## src/rtl/mcr_pkg.sv

```systemverilog
`default_nettype none
package mcr_pkg;

  localparam int unsigned PixelBits = 32;
  localparam logic [31:0] ColorMask = {32{1'b1}} >> (32 - PixelBits);

  localparam int unsigned CoordW  = 13;
  localparam int unsigned OffsetW = 12;
  localparam int unsigned PixelW  = 14;
  localparam int unsigned RadiusW = 11;
  localparam int unsigned DecW    = 16;
  localparam int unsigned DimW    = 13;

  localparam logic signed [DecW-1:0] DecInit  = 16'sd3;
  localparam logic signed [DecW-1:0] DecDiag  = 16'sd10;
  localparam logic signed [DecW-1:0] DecFlat  = 16'sd6;

  typedef enum logic {
    CMD_START = 1'b0,
    CMD_STEP  = 1'b1
  } cmd_e;

  typedef enum logic {
    REG_WIDTH  = 1'b0,
    REG_HEIGHT = 1'b1
  } reg_idx_e;

  // One octant point to be mirrored into eight pixels.
  typedef struct packed {
    logic signed [CoordW-1:0]  cx;
    logic signed [CoordW-1:0]  cy;
    logic signed [OffsetW-1:0] xo;
    logic signed [OffsetW-1:0] yo;
    logic [31:0]               color;
    logic                      fin;
  } job_t;

  typedef struct packed {
    logic running;
    logic y_ge_x;
  } core_status_t;

  typedef struct packed {
    logic       job_valid;
    logic [2:0] idx;
  } emit_status_t;

endpackage
`default_nettype wire

```

## src/rtl/mcr_core.sv

```systemverilog
`default_nettype none
module mcr_core (
  input  wire logic                                   clk_i,
  input  wire logic                                   rst_ni,
  input  wire logic                                   accept_i,
  input  wire mcr_pkg::cmd_e                          cmd_i,
  input  wire logic signed [mcr_pkg::CoordW-1:0]      center_x_i,
  input  wire logic signed [mcr_pkg::CoordW-1:0]      center_y_i,
  input  wire logic [mcr_pkg::RadiusW-1:0]            radius_i,
  input  wire logic [31:0]                            draw_color_i,
  output mcr_pkg::job_t                               job_o,
  output logic                                        job_load_o,
  output mcr_pkg::core_status_t                       status_o
);

  logic                                   running_q, running_d;
  logic signed [mcr_pkg::CoordW-1:0]      cx_q, cx_d;
  logic signed [mcr_pkg::CoordW-1:0]      cy_q, cy_d;
  logic signed [mcr_pkg::OffsetW-1:0]     xo_q, xo_d;
  logic signed [mcr_pkg::OffsetW-1:0]     yo_q, yo_d;
  logic signed [mcr_pkg::DecW-1:0]        dec_q, dec_d;
  logic [31:0]                            color_q, color_d;

  logic signed [mcr_pkg::OffsetW-1:0]     x_nxt;
  logic signed [mcr_pkg::OffsetW-1:0]     y_nxt;
  logic signed [mcr_pkg::OffsetW:0]       diff;
  logic signed [mcr_pkg::DecW-1:0]        dec_step;
  logic                                   run_nxt;

  always_comb begin
    x_nxt = xo_q + 12'sd1;
    y_nxt = (dec_q > 16'sd0) ? yo_q - 12'sd1 : yo_q;
    diff  = {x_nxt[mcr_pkg::OffsetW-1], x_nxt} - {y_nxt[mcr_pkg::OffsetW-1], y_nxt};
    if (dec_q > 16'sd0) begin
      dec_step = dec_q + {{(mcr_pkg::DecW-mcr_pkg::OffsetW-3){diff[mcr_pkg::OffsetW]}},
                          diff, 2'b00} + mcr_pkg::DecDiag;
    end else begin
      dec_step = dec_q + {{(mcr_pkg::DecW-mcr_pkg::OffsetW-2){x_nxt[mcr_pkg::OffsetW-1]}},
                          x_nxt, 2'b00} + mcr_pkg::DecFlat;
    end
    run_nxt = (y_nxt >= x_nxt);
  end

  always_comb begin
    running_d  = running_q;
    cx_d       = cx_q;
    cy_d       = cy_q;
    xo_d       = xo_q;
    yo_d       = yo_q;
    dec_d      = dec_q;
    color_d    = color_q;
    job_load_o = 1'b0;
    if (accept_i) begin
      unique case (cmd_i)
        mcr_pkg::CMD_START: begin
          cx_d       = center_x_i;
          cy_d       = center_y_i;
          xo_d       = '0;
          yo_d       = signed'({1'b0, radius_i});
          dec_d      = mcr_pkg::DecInit - signed'({4'b0000, radius_i, 1'b0});
          color_d    = draw_color_i & mcr_pkg::ColorMask;
          running_d  = 1'b1;
          job_load_o = 1'b1;
        end
        mcr_pkg::CMD_STEP: begin
          if (running_q) begin
            xo_d       = x_nxt;
            yo_d       = y_nxt;
            dec_d      = dec_step;
            running_d  = run_nxt;
            job_load_o = 1'b1;
          end
        end
        default: ;
      endcase
    end
  end

  // The job carries the point as it stands after this item's update.
  always_comb begin
    job_o.cx    = cx_d;
    job_o.cy    = cy_d;
    job_o.xo    = xo_d;
    job_o.yo    = yo_d;
    job_o.color = color_d;
    job_o.fin   = ~running_d;
  end

  assign status_o.running = running_q;
  assign status_o.y_ge_x  = (yo_q >= xo_q);

  always_ff @(posedge clk_i or negedge rst_ni) begin
    if (!rst_ni) begin
      running_q <= 1'b0;
      cx_q      <= '0;
      cy_q      <= '0;
      xo_q      <= '0;
      yo_q      <= '0;
      dec_q     <= '0;
      color_q   <= '0;
    end else begin
      running_q <= running_d;
      cx_q      <= cx_d;
      cy_q      <= cy_d;
      xo_q      <= xo_d;
      yo_q      <= yo_d;
      dec_q     <= dec_d;
      color_q   <= color_d;
    end
  end

endmodule
`default_nettype wire

```

## src/rtl/mcr_emit.sv

```systemverilog
`default_nettype none
module mcr_emit (
  input  wire logic                              clk_i,
  input  wire logic                              rst_ni,
  input  wire logic                              job_load_i,
  input  wire mcr_pkg::job_t                     job_i,
  input  wire logic [mcr_pkg::DimW-1:0]          width_i,
  input  wire logic [mcr_pkg::DimW-1:0]          height_i,
  output logic                                   job_free_o,
  input  wire logic                              out_ready_i,
  output logic                                   out_valid_o,
  output logic signed [mcr_pkg::PixelW-1:0]      pixel_x_o,
  output logic signed [mcr_pkg::PixelW-1:0]      pixel_y_o,
  output logic [31:0]                            pixel_value_o,
  output logic                                   inside_o,
  output logic                                   last_o,
  output logic                                   finished_o,
  output mcr_pkg::emit_status_t                  status_o
);

  mcr_pkg::job_t                          job_q;
  logic                                   job_vld_q;
  logic [2:0]                             idx_q;
  logic                                   load_out;
  logic                                   idx_last;

  logic signed [mcr_pkg::OffsetW-1:0]     ax;
  logic signed [mcr_pkg::OffsetW-1:0]     ay;
  logic signed [mcr_pkg::PixelW-1:0]      ax_w;
  logic signed [mcr_pkg::PixelW-1:0]      ay_w;
  logic signed [mcr_pkg::PixelW-1:0]      px_d;
  logic signed [mcr_pkg::PixelW-1:0]      py_d;
  logic                                   inside_d;

  assign load_out   = job_vld_q && (!out_valid_o || out_ready_i);
  assign idx_last   = (idx_q == 3'd7);
  assign job_free_o = !job_vld_q || (load_out && idx_last);

  // Index bit 2 swaps the axes, bit 1 mirrors the row, bit 0 mirrors the column.
  always_comb begin
    ax   = idx_q[2] ? job_q.yo : job_q.xo;
    ay   = idx_q[2] ? job_q.xo : job_q.yo;
    ax_w = {{(mcr_pkg::PixelW-mcr_pkg::OffsetW){ax[mcr_pkg::OffsetW-1]}}, ax};
    ay_w = {{(mcr_pkg::PixelW-mcr_pkg::OffsetW){ay[mcr_pkg::OffsetW-1]}}, ay};
    px_d = {job_q.cx[mcr_pkg::CoordW-1], job_q.cx} + (idx_q[0] ? -ax_w : ax_w);
    py_d = {job_q.cy[mcr_pkg::CoordW-1], job_q.cy} + (idx_q[1] ? -ay_w : ay_w);
    inside_d = !px_d[mcr_pkg::PixelW-1] && !py_d[mcr_pkg::PixelW-1] &&
               (px_d[mcr_pkg::DimW-1:0] < width_i) &&
               (py_d[mcr_pkg::DimW-1:0] < height_i);
  end

  always_ff @(posedge clk_i or negedge rst_ni) begin
    if (!rst_ni) begin
      job_vld_q <= 1'b0;
      idx_q     <= '0;
    end else if (job_load_i) begin
      job_vld_q <= 1'b1;
      idx_q     <= '0;
    end else if (load_out) begin
      idx_q <= idx_q + 3'd1;
      if (idx_last) begin
        job_vld_q <= 1'b0;
      end
    end
  end

  always_ff @(posedge clk_i) begin
    if (job_load_i) begin
      job_q <= job_i;
    end
  end

  always_ff @(posedge clk_i or negedge rst_ni) begin
    if (!rst_ni) begin
      out_valid_o <= 1'b0;
    end else if (load_out) begin
      out_valid_o <= 1'b1;
    end else if (out_ready_i) begin
      out_valid_o <= 1'b0;
    end
  end

  always_ff @(posedge clk_i) begin
    if (load_out) begin
      pixel_x_o     <= px_d;
      pixel_y_o     <= py_d;
      pixel_value_o <= job_q.color;
      inside_o      <= inside_d;
      last_o        <= idx_last;
      finished_o    <= idx_last && job_q.fin;
    end
  end

  assign status_o.job_valid = job_vld_q;
  assign status_o.idx       = idx_q;

endmodule
`default_nettype wire

```

## src/rtl/midpoint_circle_rasterizer_unit.sv

```systemverilog
`default_nettype none
// Midpoint circle outline generator. A start transfer (tuser 0) loads center, radius
// and color and yields the eight mirrored pixels of the top point; each step transfer
// (tuser 1) advances one octant point and yields eight more, the final one flagged as
// finished. A step while no circle is in progress yields nothing. Every pixel-producing
// item yields one pixel a cycle through the single output register while m_axis_tready
// stays high, and the next item is taken while the eighth pixel waits. The first pixel
// is offered once its input has passed the job register and then the output register.
// Surface width and height registers (index 0 and 1, reset 640 and 480) set the inside
// flag; write them only while no pixels are pending.
module midpoint_circle_rasterizer_unit (
  input  wire logic                        clk_i,
  input  wire logic                        rst_ni,
  input  wire logic                        cfg_we_i,
  input  wire logic                        cfg_addr_i,
  input  wire logic [mcr_pkg::DimW-1:0]    cfg_wdata_i,
  input  wire logic                        s_axis_tvalid,
  output logic                             s_axis_tready,
  // center_x[12:0], center_y[25:13], radius[36:26], draw_color[68:37], zero[71:69]
  input  wire logic [71:0]                 s_axis_tdata,
  // cmd[0]
  input  wire logic [0:0]                  s_axis_tuser,
  output logic                             m_axis_tvalid,
  input  wire logic                        m_axis_tready,
  // pixel_x[13:0], pixel_y[27:14], pixel_value[59:28], zero[63:60]
  output logic [63:0]                      m_axis_tdata,
  // inside_res[0], finished[1]
  output logic [1:0]                       m_axis_tuser,
  output logic                             m_axis_tlast
);

  logic [mcr_pkg::DimW-1:0]                width_q;
  logic [mcr_pkg::DimW-1:0]                height_q;

  logic                                    accept;
  mcr_pkg::job_t                           job;
  logic                                    job_load;
  mcr_pkg::core_status_t                   core_st;
  mcr_pkg::emit_status_t                   emit_st;
  logic signed [mcr_pkg::PixelW-1:0]       pixel_x;
  logic signed [mcr_pkg::PixelW-1:0]       pixel_y;
  logic [31:0]                             pixel_value;
  logic                                    inside_res;
  logic                                    finished;

  always_ff @(posedge clk_i or negedge rst_ni) begin
    if (!rst_ni) begin
      width_q  <= 13'd640;
      height_q <= 13'd480;
    end else if (cfg_we_i) begin
      unique case (mcr_pkg::reg_idx_e'(cfg_addr_i))
        mcr_pkg::REG_WIDTH:  width_q  <= cfg_wdata_i;
        mcr_pkg::REG_HEIGHT: height_q <= cfg_wdata_i;
        default: ;
      endcase
    end
  end

  assign accept = s_axis_tvalid && s_axis_tready;

  mcr_core u_core (
    .clk_i        (clk_i),
    .rst_ni       (rst_ni),
    .accept_i     (accept),
    .cmd_i        (mcr_pkg::cmd_e'(s_axis_tuser[0])),
    .center_x_i   (s_axis_tdata[12:0]),
    .center_y_i   (s_axis_tdata[25:13]),
    .radius_i     (s_axis_tdata[36:26]),
    .draw_color_i (s_axis_tdata[68:37]),
    .job_o        (job),
    .job_load_o   (job_load),
    .status_o     (core_st)
  );

  mcr_emit u_emit (
    .clk_i         (clk_i),
    .rst_ni        (rst_ni),
    .job_load_i    (job_load),
    .job_i         (job),
    .width_i       (width_q),
    .height_i      (height_q),
    .job_free_o    (s_axis_tready),
    .out_ready_i   (m_axis_tready),
    .out_valid_o   (m_axis_tvalid),
    .pixel_x_o     (pixel_x),
    .pixel_y_o     (pixel_y),
    .pixel_value_o (pixel_value),
    .inside_o      (inside_res),
    .last_o        (m_axis_tlast),
    .finished_o    (finished),
    .status_o      (emit_st)
  );

  assign m_axis_tdata = {4'b0000, pixel_value, pixel_y, pixel_x};
  assign m_axis_tuser = {finished, inside_res};

`ifndef SYNTHESIS
  // The finished flag only ever rides on the eighth pixel of an item.
  a_fin_on_last: assert property (@(posedge clk_i) disable iff (!rst_ni)
    m_axis_tvalid && m_axis_tuser[1] |-> m_axis_tlast)
    else $error("finished pixel is not the last of its item");

  // A circle in progress never has its x offset past its y offset.
  a_octant: assert property (@(posedge clk_i) disable iff (!rst_ni)
    core_st.running |-> core_st.y_ge_x)
    else $error("running circle has crossed the diagonal");

  // With no job held the input side must be open.
  a_ready_idle: assert property (@(posedge clk_i) disable iff (!rst_ni)
    !emit_st.job_valid |-> s_axis_tready)
    else $error("input stalled with no pending job");

  // Once the last pixel leaves and no job is held, the output goes quiet.
  a_drain: assert property (@(posedge clk_i) disable iff (!rst_ni)
    m_axis_tvalid && m_axis_tready && m_axis_tlast && !emit_st.job_valid
    |=> !m_axis_tvalid)
    else $error("pixel produced without a job");
`endif

endmodule
`default_nettype wire
```

## config.mk

```make
export PLATFORM = sky130hd
export DESIGN_NAME = midpoint_circle_rasterizer_unit
export DESIGN_NICKNAME = d
export VERILOG_FILES = /design/src/rtl/mcr_pkg.sv /design/src/rtl/mcr_core.sv /design/src/rtl/mcr_emit.sv /design/src/rtl/midpoint_circle_rasterizer_unit.sv
export SDC_FILE = /design/constraint.sdc
export NUM_CORES = 1
export LEC_CHECK = 0
export ABC_AREA = 1
export BUFFER_PORTS_ARGS = -buffer_cell sky130_fd_sc_hd__buf_2
export CAP_MARGIN = 20
export CORE_MARGIN = 2
export CORE_UTILIZATION = 50
export CTS_CLUSTER_DIAMETER = 100
export CTS_CLUSTER_SIZE = 14
export DETAILED_ROUTE_END_ITERATION = 6
export PLACE_DENSITY = 0.69
export SETUP_SLACK_MARGIN = 0.1
export SYNTH_ARGS = -nofsm -noshare
export SYNTH_HDL_FRONTEND = slang
export SYNTH_SLANG_ARGS = --single-unit
```

## constraint.sdc

```tcl
create_clock -name clk_i -period 7.39 [get_ports clk_i]
set_clock_uncertainty 0.1 [all_clocks]
set_input_delay 1.1085 -clock clk_i [delete_from_list [all_inputs] [get_ports clk_i]]
set_output_delay 1.1085 -clock clk_i [all_outputs]
set_load 0.05 [all_outputs]
```

==> impl_results.md <==
- Core ar.: 30,500 µm²
- Die Wd: about 180 µm
- Nets: roughly 2,100
- Arr. time, crit path: approximately 5400 ps
- R2R Setup Slk: approximately 2300 ps
- Synthesized instance count: around 1,700
- Clock root buffer: clkbuf_16
- Post-synthesis area per instance: roughly 9 µm²
- Area contributors post-synth: edfxtp_1 28%, dfrtp_1 20%, nand2_1 12%, ha_1 9.8%, inv_1 5.4%
- DRC violations left: 0
- Crit path max fanout: 29
- Fill cells: ~2,800
- RSZ-0062 raised after global routing: false
- Aggregate global-route resource usage: between 20 and 25%
- DR pass1 iterations: 5
- Share of cells above drive strength 1: roughly 11%
- DR vias: around 12,000
- IO Pins: roughly 160
- Gr busiest metal: met2
- Final setup violation count: 0
- Reg area: 7640 µm²
- Initial antenna violation count: 1
- Grt total ovfl: 0
- MaxCap Viol Count: 0
- TritonCTS buffer count: 23
- Synth cell types: slightly above 50
- Cell taking the most area after synthesis: edfxtp_1
- Commonest non-fill, non-tap cell in the layout: nand2_1
- HPWL after DPL: 27,000 µm
- CTS tree: built
- Grt met3 use: under 10%
- Seq/Total Area, Yosys: 49.4%
- Hold path startpoint: u_emit.job_q[5]
- Clk sinks: 276
- Register bit total from synthesis: around 280
- Die height: 180 µm
- Largest net degree at the start of global routing: 70
- Starting density of the core: around 51%
- Iter 0 DRT Violations: approximately 700
- Bufs on Longest Clock Path: 3
- Htree depth: 1
- Hold Crit Depth: 0
- Vias in the first global route: 12,254
- Cells on worst reg2reg path: 26
- Skew-Pair Late Insertion Delay: about 550 ps
- Cell Area, Synth: around 15,000 µm²
- Pins Over Slew Limit: 0
- Min-delay worst type: reg2reg
- End of the worst register-to-register path: u_emit.inside_o
- Hold Crit Endpoint: u_emit.pixel_value_o[4]
- GPL Wtd Cong: between 0.9 and 1
- Met1 Use GR: between 20 and 30%
- # rows: 64
- Layout area overhead: 11.8%
- Slew Limit Headroom: 36.7%
- Cts hold-fix bufs: 0
- Port Buffers: about 150
- Setup TNS: 0 ps
- Via density: a little over 5
- Status: finished clean
- Worst slew pin tran: 949 ps
- Worst reg2reg path startpoint: u_emit.idx_q[2]
- Final period util: 68.7%
- Area of the multi-input gates: roughly 6800 µm²
- Fmax: about 200 MHz
- First-pass GRT wire length: about 60,000 µm
- Tmin final: around 5000 ps
- CP Capture Type: register
- Clock-pin slew on the worst setup and hold paths: approximately 80 ps
- WL final: around 36,000 µm
- Crit Path Class: reg2reg
- Yosys top cell area share: between 20% and 30%
- Post-CTS Setup Inserts: 0
- DR WL/cell: around 16 µm
- Final Hold Viols: 0
- Worst Setup Start Kind: register
- Most frequent cells in the layout: 487 x nand2_1, 222 x inv_1, 152 x buf_2
- Met2 global-route usage: roughly 40%
- Die Footprint: about 32,000 µm²
- Synth warn: 0
- Required @ worst endpoint: between 7000 and 8000 ps
- Antenna viol nets, final: 0
- Resize count post-CTS: 0
[per-stage QoR]
step	hold slack (ps)	cells	instance area, µm²	worst slack (ps)	utilization [%]
6_report	313	2303	17300	2310	56.7
5_1_grt	323	2303	17300	1800	56.7
4_1_cts	317	2302	17300	2280	56.7
3_5_place_dp	305	2260	16600	2310	54.4
3_3_place_gp	301	2260	16600	2420	54.4
2_1_floorplan	300	1746	15500	3280	-
[registers in the layout, summed over array words and instances (netlist names), 12 cells and up]
signal,cells
u_core.dec_q,16
u_core.yo_q,12
u_core.cy_q,13
u_emit.pixel_value_o,32
u_core.xo_q,12
u_core.color_q,32
u_emit.pixel_x_o,14
u_core.cx_q,13
u_emit.job_q,83
height_q,13
width_q,13
u_emit.pixel_y_o,14
[logic make-up (layout without fill, tap and decap cells)]
kind of cell	Yosys count	count (layout)	synth area share [%]
AND/OR/NAND/NOR	718	718	18.8
flip-flops	276	276	49.4
buffers and inverters	271	431	6.92
AO/OA/AOI/OAI	264	264	9.40
adder cells (fa/ha/maj)	126	126	10.4
XOR/XNOR	83	83	4.70
multiplexers	4	4	0.283
other	1	5	0.0242
[routing by layer]
metal | vias up | routed length (µm)
met2 | 313 | 17600
met1 | 5540 | 15900
met5 | - | 0
li1 | 6027 | -
met4 | 0 | 1240
met3 | 84 | 1710
[critical path: stages, from the launching register on]
cell and delay, ps:
dfrtp_1 410, buf_4 240, o21ai_0 450, inv_1 120, ha_1 300, nand2_1 40, o21ai_0 220, inv_1 130
fa_1 480, nor4_1 300, nor2_1 100, o21ai_0 270, nand2_1 80, nand2_1 70, a21oi_1 80, inv_1 60
nand2_1 40, nand2_1 70, inv_1 50, ha_1 290, a21oi_1 150, o21ai_0 90, a2111oi_0 370, nand2_1 130
nor2_1 110, nand3_1 80, nor2_1 130
[layout make-up]
cell class | instances | share of cell area (%)
clock buffers | 40 | 3.70
repair buffers | 161 | 4.81
inverters | 228 | 4.96
flip-flops and latches | 276 | 44.2
clock inverters | 2 | 0.289
multi-input cells | 1199 | 39.2
well taps | 396 | 2.86
diodes | 1 | 0.0145
[synthesized netlist by cell type, drive strengths merged]
library cell	instances
nor4	4
edfxtp	146
dfrtp	124
conb	1
a211oi	4
nand2	489
o31ai	2
nor2	110
xor2	57
a21oi	90
ha	121
inv	228
buf	18
a21o	6
a31o	1
and2	2
nand4	13
o2111ai	1
nor3b	1
o21ai	118
o221ai	2
o211ai	2
a22oi	3
a31oi	9
or2	15
nor3	16
dfstp	6
fa	5
mux2i	4
o21bai	2
o22ai	13
xnor2	26
a2111oi	1
clkbuf	25
a21boi	6
o21a	4
nand3	65
nand3b	3
[worst max path at each step]
stage                    start               end  slack [ps]  depth (start not counted)
2_1_floorplan  u_core.dec_q[9]  u_core.dec_q[14]        3280                         30
3_3_place_gp   u_core.dec_q[1]  u_core.dec_q[13]        2420                         24
3_5_place_dp   u_emit.idx_q[2]   u_emit.inside_o        2310                         26
4_1_cts        u_emit.idx_q[2]   u_emit.inside_o        2280                         26
5_1_grt        u_emit.idx_q[2]   u_emit.inside_o        1800                         26
6_report       u_emit.idx_q[2]   u_emit.inside_o        2310                         26
Power is not shown: default switching activity piles up to over one toggle a cycle in this logic, so the estimate is an artifact.
